--- src/rtl/core/ecd_pkg.sv ---
// ----------------------------------------------------------------------------
// ecd_pkg: shared types and constants of the echo escape decoder
// Payload structs, the queue entry that links front and back, and the
// escape-letter lookup.
// ----------------------------------------------------------------------------
package ecd_pkg;

  localparam int COUNT_WIDTH_DEF = 16;
  localparam int QUEUE_DEPTH_DEF = 4;
  localparam int OUT_COUNT_W     = 16;

  localparam logic [7:0] CHR_BSL   = 8'h5C;  // '\\'
  localparam logic [7:0] CHR_ZERO  = 8'h30;  // '0'
  localparam logic [7:0] CHR_SEVEN = 8'h37;  // '7'
  localparam logic [7:0] CHR_C     = 8'h63;  // 'c'
  localparam logic [7:0] BEL_BYTE  = 8'h07;
  localparam logic [7:0] VT_BYTE   = 8'h0B;

  typedef struct packed {
    logic [7:0] in_byte;
    logic       is_end;
  } ecd_in_t;

  typedef struct packed {
    logic [7:0]             out_byte;
    logic                   has_byte;
    logic                   end_marker;
    logic                   nl_suppress;
    logic [OUT_COUNT_W-1:0] byte_count;
    logic                   last_of_run;
  } ecd_out_t;

  // One classified input item: up to two bytes, optionally closing the string
  typedef struct packed {
    logic [7:0] byte0;
    logic       has0;
    logic [7:0] byte1;
    logic       has1;
    logic       is_end;
    logic       inhibit;
  } ecd_op_t;

  typedef struct packed {
    logic       hit;
    logic [7:0] value;
  } ecd_esc_t;

  // Single-byte escapes: \a \b \f \n \r \t \v and the doubled backslash
  function automatic ecd_esc_t esc_lookup(input logic [7:0] b);
    ecd_esc_t r;
    r.hit = 1'b1;
    unique case (b)
      8'h61:   r.value = BEL_BYTE;  // a
      8'h62:   r.value = 8'h08;     // b
      8'h66:   r.value = 8'h0C;     // f
      8'h6E:   r.value = 8'h0A;     // n
      8'h72:   r.value = 8'h0D;     // r
      8'h74:   r.value = 8'h09;     // t
      8'h76:   r.value = VT_BYTE;   // v
      CHR_BSL: r.value = CHR_BSL;
      default: begin
        r.hit   = 1'b0;
        r.value = 8'h00;
      end
    endcase
    return r;
  endfunction

  function automatic logic is_octal(input logic [7:0] b);
    return (b >= CHR_ZERO) && (b <= CHR_SEVEN);
  endfunction

endpackage

--- src/rtl/core/ecd_front.sv ---
// ----------------------------------------------------------------------------
// ecd_front: escape parser
// Accepts input bytes, tracks the escape state and pushes one queue entry
// per item that produces output.
// ----------------------------------------------------------------------------
module ecd_front import ecd_pkg::*; (
  input  logic    clk,
  input  logic    rst_n,
  input  logic    in_valid,
  output logic    in_ready,
  input  ecd_in_t in_data,
  input  logic    q_full,
  output logic    q_push,
  output ecd_op_t q_op
);

  typedef enum logic [1:0] {
    MODE_TEXT = 2'd0,
    MODE_BSL  = 2'd1,
    MODE_OCT1 = 2'd2,
    MODE_OCT2 = 2'd3
  } mode_t;

  mode_t      mode_r, mode_nxt;
  logic [8:0] oct_r, oct_nxt;
  logic       inh_r, inh_nxt;
  ecd_op_t    op;
  ecd_esc_t   esc;
  logic       accept;
  logic       b_oct;
  logic [7:0] b;

  assign in_ready = !q_full;
  assign accept   = in_valid && in_ready;
  assign b        = in_data.in_byte;
  assign b_oct    = is_octal(b);
  assign esc      = esc_lookup(b);

  always_comb begin
    mode_nxt = mode_r;
    oct_nxt  = oct_r;
    inh_nxt  = inh_r;
    op       = '0;
    if (in_data.is_end) begin
      op.is_end  = 1'b1;
      op.inhibit = inh_r;
      op.has0    = (mode_r != MODE_TEXT);
      op.byte0   = (mode_r == MODE_BSL) ? CHR_BSL : oct_r[7:0];
      mode_nxt   = MODE_TEXT;
      inh_nxt    = 1'b0;
    end else begin
      unique case (mode_r)
        MODE_TEXT: begin
          if (b == CHR_BSL) begin
            mode_nxt = MODE_BSL;
          end else begin
            op.has0  = 1'b1;
            op.byte0 = b;
          end
        end
        MODE_BSL: begin
          mode_nxt = MODE_TEXT;
          if (esc.hit) begin
            op.has0  = 1'b1;
            op.byte0 = esc.value;
          end else if (b == CHR_C) begin
            inh_nxt = 1'b1;
          end else if (b_oct) begin
            oct_nxt  = {6'd0, b[2:0]};
            mode_nxt = MODE_OCT1;
          end else begin
            op.has0  = 1'b1;
            op.byte0 = CHR_BSL;
            op.has1  = 1'b1;
            op.byte1 = b;
          end
        end
        MODE_OCT1, MODE_OCT2: begin
          if (b_oct) begin
            oct_nxt = {oct_r[5:0], b[2:0]};
            if (mode_r == MODE_OCT1) begin
              mode_nxt = MODE_OCT2;
            end else begin
              op.has0  = 1'b1;
              op.byte0 = {oct_r[4:0], b[2:0]};
              mode_nxt = MODE_TEXT;
            end
          end else begin
            // run ends: flush value, then the byte is plain text
            op.has0  = 1'b1;
            op.byte0 = oct_r[7:0];
            if (b == CHR_BSL) begin
              mode_nxt = MODE_BSL;
            end else begin
              op.has1  = 1'b1;
              op.byte1 = b;
              mode_nxt = MODE_TEXT;
            end
          end
        end
        default: mode_nxt = MODE_TEXT;
      endcase
    end
  end

  assign q_push = accept && (op.has0 || op.is_end);
  assign q_op   = op;

  always_ff @(posedge clk) begin
    if (!rst_n) begin
      mode_r <= MODE_TEXT;
      oct_r  <= '0;
      inh_r  <= 1'b0;
    end else if (accept) begin
      mode_r <= mode_nxt;
      oct_r  <= oct_nxt;
      inh_r  <= inh_nxt;
    end
  end

endmodule

--- src/rtl/core/ecd_queue.sv ---
// ----------------------------------------------------------------------------
// ecd_queue: small register queue between parser and emitter
// Entries are classified items; DEPTH must be a power of two.
// ----------------------------------------------------------------------------
module ecd_queue import ecd_pkg::*; #(
  parameter int DEPTH = QUEUE_DEPTH_DEF
) (
  input  logic    clk,
  input  logic    rst_n,
  input  logic    push,
  input  ecd_op_t wr_data,
  input  logic    pop,
  output ecd_op_t rd_data,
  output logic    full,
  output logic    empty
);

  localparam int AW = $clog2(DEPTH);

  ecd_op_t       mem_r [DEPTH];
  logic [AW:0]   wp_r, rp_r;
  logic [AW:0]   used;

  assign used    = wp_r - rp_r;
  assign full    = (used == (AW+1)'(DEPTH));
  assign empty   = (used == '0);
  assign rd_data = mem_r[rp_r[AW-1:0]];

  always_ff @(posedge clk) begin
    if (push) begin
      mem_r[wp_r[AW-1:0]] <= wr_data;
    end
  end

  always_ff @(posedge clk) begin
    if (!rst_n) begin
      wp_r <= '0;
      rp_r <= '0;
    end else begin
      if (push) wp_r <= wp_r + 1'b1;
      if (pop)  rp_r <= rp_r + 1'b1;
    end
  end

  a_no_overflow: assert property (@(posedge clk) disable iff (!rst_n)
    full |-> !push)
    else $error("queue push while full");
  a_no_underflow: assert property (@(posedge clk) disable iff (!rst_n)
    empty |-> !pop)
    else $error("queue pop while empty");
  a_fill_bound: assert property (@(posedge clk) disable iff (!rst_n)
    used <= (AW+1)'(DEPTH))
    else $error("queue fill level out of range");

endmodule

--- src/rtl/core/ecd_back.sv ---
// ----------------------------------------------------------------------------
// ecd_back: result emitter
// Expands each queue entry into one or two result transactions, keeps the
// saturating byte count and drives the output register.
// ----------------------------------------------------------------------------
module ecd_back import ecd_pkg::*; #(
  parameter int COUNT_WIDTH = COUNT_WIDTH_DEF
) (
  input  logic     clk,
  input  logic     rst_n,
  input  ecd_op_t  head,
  input  logic     q_empty,
  output logic     q_pop,
  output logic     out_valid,
  input  logic     out_ready,
  output ecd_out_t out_data
);

  logic                   phase_r;
  logic [COUNT_WIDTH-1:0] cnt_r;
  logic                   out_valid_r;
  ecd_out_t               out_data_r, res;
  logic                   load, is_byte, last;

  assign load    = !q_empty && (!out_valid_r || out_ready);
  assign is_byte = phase_r ? head.has1 : head.has0;
  assign last    = phase_r || !head.has0 || (!head.has1 && !head.is_end);
  assign q_pop   = load && last;

  always_comb begin
    res             = '0;
    res.last_of_run = last;
    if (is_byte) begin
      res.out_byte = phase_r ? head.byte1 : head.byte0;
      res.has_byte = 1'b1;
    end else begin
      res.end_marker  = 1'b1;
      res.nl_suppress = head.inhibit;
      res.byte_count  = OUT_COUNT_W'(cnt_r);
    end
  end

  always_ff @(posedge clk) begin
    if (load) begin
      out_data_r <= res;
    end
  end

  always_ff @(posedge clk) begin
    if (!rst_n) begin
      phase_r     <= 1'b0;
      cnt_r       <= '0;
      out_valid_r <= 1'b0;
    end else begin
      if (load) begin
        out_valid_r <= 1'b1;
        phase_r     <= !last;
        if (!is_byte) begin
          cnt_r <= '0;
        end else if (cnt_r != '1) begin
          cnt_r <= cnt_r + 1'b1;
        end
      end else if (out_ready) begin
        out_valid_r <= 1'b0;
      end
    end
  end

  assign out_valid = out_valid_r;
  assign out_data  = out_data_r;

  // second half of an entry is only pending while that entry is still queued
  a_phase_has_head: assert property (@(posedge clk) disable iff (!rst_n)
    phase_r |-> !q_empty)
    else $error("second result pending without a queued entry");
  a_end_closes_run: assert property (@(posedge clk) disable iff (!rst_n)
    (out_valid_r && out_data_r.end_marker) |-> (out_data_r.last_of_run
                                                 && !out_data_r.has_byte))
    else $error("end result malformed");
  a_count_clears: assert property (@(posedge clk) disable iff (!rst_n)
    (load && !is_byte) |=> (cnt_r == '0))
    else $error("byte count not cleared after end result");

endmodule

--- src/rtl/core/echo_escape_decoder.sv ---
// ----------------------------------------------------------------------------
// echo_escape_decoder: echo-style backslash escape decoder
// Decodes one string byte per input transaction into output bytes and a
// closing summary result.
// ----------------------------------------------------------------------------
// Usage:
//   in_*  : one string byte per transaction; is_end closes the string.
//   out_* : decoded bytes (has_byte=1), and on is_end a summary result with
//           end_marker=1, nl_suppress and the saturating byte_count.
//           last_of_run marks the final result caused by an input item.
// Path: an accepted item is written into the queue, and the emitter then
//   loads its first result into the output register.
// Throughput: one input per cycle while the queue has room; the output
//   side delivers one result per cycle while out_ready is high, so an
//   item's two results (unknown escape, octal run ended by a byte, flush
//   before end) go out in turn. Items that yield nothing are not queued.
// Reset: rst_n low returns to text mode, empties the queue, clears the
//   count, inhibit flag and out_valid.
// Stall: with out_ready low the output holds; the queue (QUEUE_DEPTH
//   entries) absorbs items, then in_ready drops until space frees.
// ----------------------------------------------------------------------------
module echo_escape_decoder import ecd_pkg::*; #(
  parameter int COUNT_WIDTH = COUNT_WIDTH_DEF,
  parameter int QUEUE_DEPTH = QUEUE_DEPTH_DEF
) (
  input  logic     clk,
  input  logic     rst_n,
  input  logic     in_valid,
  output logic     in_ready,
  input  ecd_in_t  in_data,
  output logic     out_valid,
  input  logic     out_ready,
  output ecd_out_t out_data
);

  logic    q_full, q_empty, q_push, q_pop;
  ecd_op_t q_wr, q_rd;

  ecd_front u_front (
    .clk      (clk),
    .rst_n    (rst_n),
    .in_valid (in_valid),
    .in_ready (in_ready),
    .in_data  (in_data),
    .q_full   (q_full),
    .q_push   (q_push),
    .q_op     (q_wr)
  );

  ecd_queue #(
    .DEPTH (QUEUE_DEPTH)
  ) u_queue (
    .clk     (clk),
    .rst_n   (rst_n),
    .push    (q_push),
    .wr_data (q_wr),
    .pop     (q_pop),
    .rd_data (q_rd),
    .full    (q_full),
    .empty   (q_empty)
  );

  ecd_back #(
    .COUNT_WIDTH (COUNT_WIDTH)
  ) u_back (
    .clk       (clk),
    .rst_n     (rst_n),
    .head      (q_rd),
    .q_empty   (q_empty),
    .q_pop     (q_pop),
    .out_valid (out_valid),
    .out_ready (out_ready),
    .out_data  (out_data)
  );

endmodule

--- config.mk ---
export PLATFORM = sky130hd
export DESIGN_NAME = echo_escape_decoder
export DESIGN_NICKNAME = d
export VERILOG_FILES = /design/src/rtl/core/ecd_pkg.sv /design/src/rtl/core/ecd_front.sv /design/src/rtl/core/ecd_queue.sv /design/src/rtl/core/ecd_back.sv /design/src/rtl/core/echo_escape_decoder.sv
export SDC_FILE = /design/constraint.sdc
export NUM_CORES = 1
export LEC_CHECK = 0
export BUFFER_PORTS_ARGS = -buffer_cell sky130_fd_sc_hd__clkbuf_2
export CAP_MARGIN = 20
export CORE_MARGIN = 3
export CORE_UTILIZATION = 35
export CTS_CLUSTER_DIAMETER = 100
export CTS_CLUSTER_SIZE = 12
export DETAILED_ROUTE_END_ITERATION = 10
export PLACE_DENSITY = 0.62
export SYNTH_ARGS = -nofsm -noshare
export SYNTH_HDL_FRONTEND = slang
export SYNTH_HIERARCHICAL = 1
export SYNTH_SLANG_ARGS = --single-unit
--- constraint.sdc ---
create_clock -name clk -period 2.5 [get_ports clk]
set_input_delay 0.5 -clock clk [delete_from_list [all_inputs] [get_ports clk]]
set_output_delay 0.5 -clock clk [all_outputs]
set_load 0.005 [all_outputs]
==> results.md, run 1 <==
* Status: finished clean
* Full die area at 20700 um^2
* P&R area growth vs syn at 20.3%
* Layout cells sized above 1 at 25.9%
* Placed Instance Area at about 7400 um^2
* Endpoint type of the worst setup path: flop
* Crit-path cells: inv_1 -> ha_1 -> nor2b_1 -> xnor2_1 -> nor2b_1 -> nand2b_1 -> a31oi_1 -> and2_2
* Fin crit share at 99.3%
* Drt drc at 0
* Leak at 2.83 nW
* Final Slew Violations at 0
* Num rows at 49
* Root buffer cell: clkbuf_16
* Largest net degree at the start of global routing at 38
* Critical path launch point type: flop
* Fin area at 7990 um^2
* Syn Area/Cell at 12.6 um^2
* H-tree Lvls at 4
* Yosys cell types at 67
* Initial antenna violation count at 0
* # setup viols final at 0
* N_diodes at 0
* Max-cap violations at 0
* IO Port Bufs at 42
* Synth top area cells: edfxtp_1, dfxtp_1, mux4_2
* # IOs at 43
* Core Region at 18300 um^2
* Final WL at roughly 15000 um
* Starting Density at 36.3%
* Dominant synthesized flop cell: edfxtp_1
* Max VDD drop at around 590 uV
* Worst path slowest cell: and2_2
* Final hold slack at 0.407 ns
* Clock buffer depth at 2
* CTS resizes at 0
* WP data required at between 2 and 3 ns
* Fmax at 403 MHz
* CP Data Arrival Time at 2.53 ns
* Vias/cell at 5.38
* Number of synthesized register bits at roughly 150
* Syn Nets at 550
* Post-synth EDFFs at 108
* Worst-Skew Late Latency at approximately 0.42 ns
* CTS Hold Bufs at 0
* Synth warn at 6
* Crit-path max FO at 20
* Die W at ~140 um
* Cells after Synth at 529
* Synth async-reset ratio at 0%
* Reg clk slew, reported paths at 0.06 ns
* Die height at about 140 um
* Clock period minus worst slack at 2.48 ns
* Rel. slew slack at roughly three fifths
* Via count at 4559
* Sequential fraction of the synthesis area at between 50% and 60%
* DR pass1 iterations at 6
* Most used cell, CP: nor2b_1
* Worst min path class: primary input to flop
* CTS buffer count at 17
* CTS sink cnt at 145
* Post-DRT Antenna Nets at 0
* Worst-Margin Slew at 0.588 ns
* RSZ-0062 raised after global routing: yes
* Grt total ovfl at 0
* Post-synth top area cell: edfxtp_1
* Pwr Density at 988 nW/um^2
* Largest stage delay on the critical path at about 0.59 ns
* Setup Skew at 0.00781 ns
* Synthesized area at 6650 um^2
* Vias in the first global route at 4505
* # nets final at around 630
* Final Hold Fails at 0
* GRT Total Usage at 14.9%
* Post-DP HPWL at 10100 um
* Synth top area share at around half
* First-pass GRT wire length at 23900 um
* CTS tree: yes
* CP Class: flop to flop
* Wire per inst at 17.5 um
* Starting DRT DRC Count at approximately 470
* Final GP Congestion at 0.951
[placed cells by master, fill, tap and decap left out, types with 15 or more instances in the layout]
cell type	n
a21oi_1	15
and2_1	27
buf_4	47
clkbuf_16	17
clkbuf_2	42
dfxtp_1	37
edfxtp_1	108
mux4_2	20
nand2_1	41
nand3_1	22
nor2_1	34
o21ai_0	24
[what timing repair did]
action                     4_1_cts  5_1_grt
setup endpoints to repair       12       60
hold endpoints to repair         0        0
buffers inserted                 0        0
[cells by family (layout without fill, tap and decap cells)]
group	after synthesis	in the layout	synth area share (%)
AND/OR/NAND/NOR	196	196	16.3
buffers and inverters	44	133	2.92
AO/OA/AOI/OAI	97	97	9.83
adder cells (fa/ha/maj)	8	8	1.51
multiplexers	32	32	8.59
XOR/XNOR	7	7	0.923
flip-flops	145	145	60.0
[state kept, by name, indices dropped and copies added (netlist names), named ones only]
register,flops
u_front/mode_r,2
u_front/oct_r,8
u_queue/wp_r,3
u_front/inh_r,1
u_back/out_data,28
u_queue/mem_r,80
u_back/out_valid,1
u_back/cnt_r,16
u_queue/rp_r,3
u_back/phase_r,1
[cells in the mapped netlist (3+ instances only)]
library cell / instances
buf_2: 5
o21ai_0: 24
o31ai_1: 4
ha_1: 8
nor4_1: 3
clkbuf_1: 22
mux4_2: 20
inv_1: 11
xnor2_1: 4
nor2_1: 34
nor3b_1: 3
a31oi_1: 7
edfxtp_1: 108
nand3_1: 22
mux2i_1: 12
nand4_1: 4
nor3_1: 14
nand2b_1: 7
nor2b_1: 7
nand2_1: 41
a21boi_0: 13
dfxtp_1: 37
nand4b_1: 3
o211ai_1: 6
xor2_1: 3
nand3b_1: 5
and2_1: 31
o21a_1: 4
a21oi_1: 15
[through the flow]
step | utilization (%) | total power [W] | setup TNS [ns] | instances | worst slack (ns)
after floorplan | - | 0.00457 | 0 | 529 | 0.0171
after global placement | 40.3 | 0.00532 | -4.14 | 815 | -0.0738
after detailed placement | 40.3 | 0.00539 | -4.60 | 815 | -0.0849
after CTS | 43.6 | 0.00800 | -0.0161 | 847 | -0.00235
after global routing | 43.6 | 0.00833 | -10.47 | 847 | -0.184
final | 43.6 | 0.00790 | 0 | 847 | 0.0185
[critical path, delay by kind of cell (launching register included)]
family / cells / cell delay [ns]
xor gates and xnor gates: 1 / 0.13
DFF: 1 / 0.33
buffers and inverters: 1 / 0.07
adders and majority gates: 1 / 0.19
AOI/OAI and AO/OA: 1 / 0.35
and+or+nand+nor: 4 / 1.04
[final timing paths]
check,start,end,slack [ns],cells past startpoint
worst max-delay path,u_queue/wp_r[0]$_SDFFE_PN0P_,u_queue/mem_r[1][6]$_DFFE_PP_,0.02,8
worst min-delay path,out_ready,u_back/out_valid$_SDFFE_PN0P_,0.41,3
worst max register to register,u_queue/wp_r[0]$_SDFFE_PN0P_,u_queue/mem_r[1][6]$_DFFE_PP_,0.02,8
worst min register to register,u_front/inh_r$_SDFFE_PN0P_,u_front/inh_r$_SDFFE_PN0P_,0.49,2
[where the power goes]
| part | internal [W] | leakage [nW] | total [W] | switching [W] |
|---|---|---|---|---|
| logic | 0.000825 | 1.20 | 0.00200 | 0.00118 |
| clock network | 0.00159 | 0.284 | 0.00260 | 0.00101 |
| registers | 0.00315 | 1.35 | 0.00330 | 0.000151 |
[metal layers]
layer	GRT usage, %	wire length [um]	vias to the layer above
met2	23.5	7070	141
met1	20.7	6740	2236
li1	-	-	2154
met3	2.50	684	28
met4	5.95	308	0
met5	0	0	-
[cell type report]
class / count / area, um^2
fill: 1642 / 10300
sequential: 145 / 3980
multi-input combinational: 340 / 2480
timing repair buffer: 90 / 583
clock buffer: 18 / 429
tap: 229 / 287
clock inverter: 14 / 179
inverter: 11 / 45.0
Note: power is estimated with default switching activity, not from simulation.
==> run 2: changes to the inputs <==
- GPL_TIMING_DRIVEN: unset -> 0
==> run 2 against run 1 <==
- non-clock buffer count down 12
- core utilization down 0.40 points
- via count up 0.66%
- largest cell class unchanged
- critical endpoint is now u_queue/wp_r[2]$_SDFFE_PN0P_
- critical path depth up 2
- clock skew up 0.0028 ns
- final cell count down 0.71%
- sequential cell count unchanged
- die area unchanged
- clock-buffer cell count up 2
- sequential share of layout area up 0.46 points
- worst setup slack better by 0.085 ns
==> results.md, run 2 (synthesized netlist as in run 1, its figures left out) <==
* Status: finished clean
* Switching Share at 29.7% (+0.12 points)
* CTS buffer count at 17 (unchanged)
* Final Hold Fails at 0 (unchanged)
* Fillers at 1677 (+2.1%)
* Clock period minus worst slack at 2.40 ns (-0.0852 ns)
* Most frequent cells in the layout: edfxtp_1, clkbuf_2, nand2_1
* Crit path max-delay family: simple AND/OR/NAND/NOR gates
* Full die area at 20700 um^2 (unchanged)
* Placed Cells incl. Taps at 800 (-1.8%)
* Clock network power share at 32.7% (-0.2 points)
* Seq pwr share at 41.2% (-0.6 points)
* WP data required at 2.80 ns (+0.25 ns)
* Setup Skew at 0.0106 ns (+0.00275 ns)
* Die W at 144 um (unchanged)
* CP Class: flop to flop
* P&R area growth vs syn at 19.1%
* Crit-path max FO at 11 (-45%)
* Reg2reg start: u_queue/wp_r[0]$_SDFFE_PN0P_
* Worst-Skew Late Latency at 0.42 ns (about the same)
* Switching power at 0.00237 W (+1.3%)
* Post-DRT Antenna Nets at 0 (unchanged)
* Pwr Density at 1010 nW/um^2 (+1.9%)
* CTS sink cnt at 145 (unchanged)
* # IOs at 43 (unchanged)
* Post-route insts no fill at 841 (-0.71%)
* Reg clk slew, reported paths at 0.06 ns (about the same)
* Post-DP HPWL at 9880 um (-1.8%)
* CP Data Arrival Time at 2.70 ns (+0.17 ns)
* Worst path bufs/invs at 1 (unchanged)
* Rel. slew slack at 49.0% (-11 points)
* Crit-path cells: inv_1 -> ha_1 -> nor2b_1 -> xnor2_1 -> nor2b_2 -> nand2b_2 -> a31oi_4 -> and2_4 -> xnor2_1 -> nor2b_1
* Final WL at 15600 um (+5.6%)
* # nets final at 620 (-0.96%)
* Max VDD drop at 539 uV (-8.6%)
* Via count at 4589 (+0.66%)
* Worst-Margin Slew at 0.759 ns (+0.170 ns)
* Vias in the first global route at 4364 (-3.1%)
* Most common cell after layout, fill and taps aside: edfxtp_1
* Setup TNS at 0 ns (unchanged)
* Hold Path Stages at 3 (unchanged)
* GRT Total Usage at 15.7% (+0.70 points)
* Num rows at 49 (unchanged)
* Internal power at 0.00560 W (+0.74%)
* Root buffer cell: clkbuf_16
* Final GP Congestion at 0.997 (+4.8%)
* CTS Hold Bufs at 0 (unchanged)
* Starting DRT DRC Count at 539 (+14%)
* Layout cells sized above 1 at 23.5% (-2.4 points)
* # setup viols final at 0 (unchanged)
* Core Region at 18300 um^2 (unchanged)
* H-tree Lvls at 4 (unchanged)
* Final Slew Violations at 0 (unchanged)
* Drt drc at 0 (unchanged)
* Grt total ovfl at 0 (unchanged)
* Vias/cell at 5.46 (+1.4%)
* Leak at 2.75 nW (-3.1%)
* Fmax at 417 MHz (+3.6%)
* Die height at 144 um (unchanged)
* Power share of the combinational group at 26.2% (+0.8 points)
* Worst min path class: primary input to flop
* Endpoint type of the worst setup path: flop
* First-pass GRT wire length at 24900 um (+3.9%)
* Wire per inst at 18.6 um (+6.4%)
* DR pass1 iterations at 5 (-1)
* Max-cap violations at 0 (unchanged)
* Clock buffer depth at 2 (unchanged)
* Reg-to-reg setup timing slack at 0.10 ns (+0.09 ns)
* IO Port Bufs at 42 (unchanged)
* Largest stage delay on the critical path at 0.39 ns (-0.20 ns)
* Starting Density at 36.3% (unchanged)
* Max FFs per register at 80 (unchanged)
* N_diodes at 0 (unchanged)
* Reg2reg end: u_queue/wp_r[2]$_SDFFE_PN0P_
* Hold EP: u_back/out_valid$_SDFFE_PN0P_
* Fin crit share at 95.8% (-3.4 points)
* Hold path start: out_ready
* Initial antenna violation count at 0 (unchanged)
* CTS tree: yes
* Largest net degree at the start of global routing at 18 (-53%)
* Worst reg2reg path depth at 10 (+2)
* Worst path slowest cell: dfxtp_1
* Critical path launch point type: flop
run 2: routing by layer:
layer / part of all wire, % / wire length, um / track usage (%) / up-vias
met5: 0 / 0 / 0 / -
li1: - / - / - / 2145
met4: 1.2 / 192 / 5.15 / 0
met3: 4.4 / 685 / 3.33 / 15
met2: 48 / 7540 / 24.6 / 139
met1: 46 / 7220 / 21.7 / 2290
run 2: timing repair:
| item | CTS | global route |
|---|---|---|
| gates cloned | 5 | 1 |
| endpoints found under the setup margin | 131 | 113 |
| buffers inserted | 3 | 0 |
| resized for setup | 15 | 16 |
| pin swaps | 4 | 0 |
run 2: power by group through the flow:
stage,clock network [W],registers (W),logic (W)
floorplan,0,0.00334,0.00123
global placement,0,0.00333,0.00190
detailed placement,0,0.00335,0.00193
CTS,0.00265,0.00329,0.00209
global route,0.00277,0.00333,0.00232
finish,0.00260,0.00328,0.00208
run 2: area by class of cell:
cell class | count | area (um^2) | area share [%]
multi-input combinational | 345 | 2590 | 32.7
sequential | 145 | 3980 | 50.3
clock inverter | 12 | 156 | 1.98
tap | 229 | 287 | 3.62
timing repair buffer | 45 | 233 | 2.94
buffer | 33 | 160 | 2.02
timing repair inverter | 1 | 7.51 | 0.0948
inverter | 11 | 45.0 | 0.569
clock buffer | 20 | 457 | 5.77
run 2: through the flow:
step	util (%)	hold slack [ns]	setup slack, ns	total power [W]	area (um^2)
detailed placement	39.0	0.484	-0.718	0.00528	7150
global route	43.2	0.423	-0.0233	0.00842	7920
global placement	39.0	0.469	-0.752	0.00522	7150
finish	43.2	0.403	0.104	0.00797	7920
CTS	42.8	0.388	0.00344	0.00803	7850
floorplan	-	0.441	0.0171	0.00457	6650
run 2: worst max path at each step:
| stage | start | to | slack [ns] | cells past startpoint |
|---|---|---|---|---|
| 5_1_grt | u_queue/wp_r[0]$_SDFFE_PN0P_ | u_queue/wp_r[2]$_SDFFE_PN0P_ | -0.02 | 10 |
| 3_3_place_gp | in_data[1] | u_queue/mem_r[3][8]$_DFFE_PP_ | -0.75 | 7 |
| 6_report | u_queue/wp_r[0]$_SDFFE_PN0P_ | u_queue/wp_r[2]$_SDFFE_PN0P_ | 0.10 | 10 |
| 2_1_floorplan | in_data[1] | u_queue/mem_r[3][0]$_DFFE_PP_ | 0.02 | 6 |
| 3_5_place_dp | in_data[1] | u_queue/mem_r[3][10]$_DFFE_PP_ | -0.72 | 7 |
| 4_1_cts | u_queue/wp_r[0]$_SDFFE_PN0P_ | in_ready | 0.003 | 7 |
run 2: tightest hold or removal path, delay by kind of cell:
kind,cells,cell delay [ns]
simple gates,1,0.11
compound gates,1,0.08
buf+inv,1,0.07
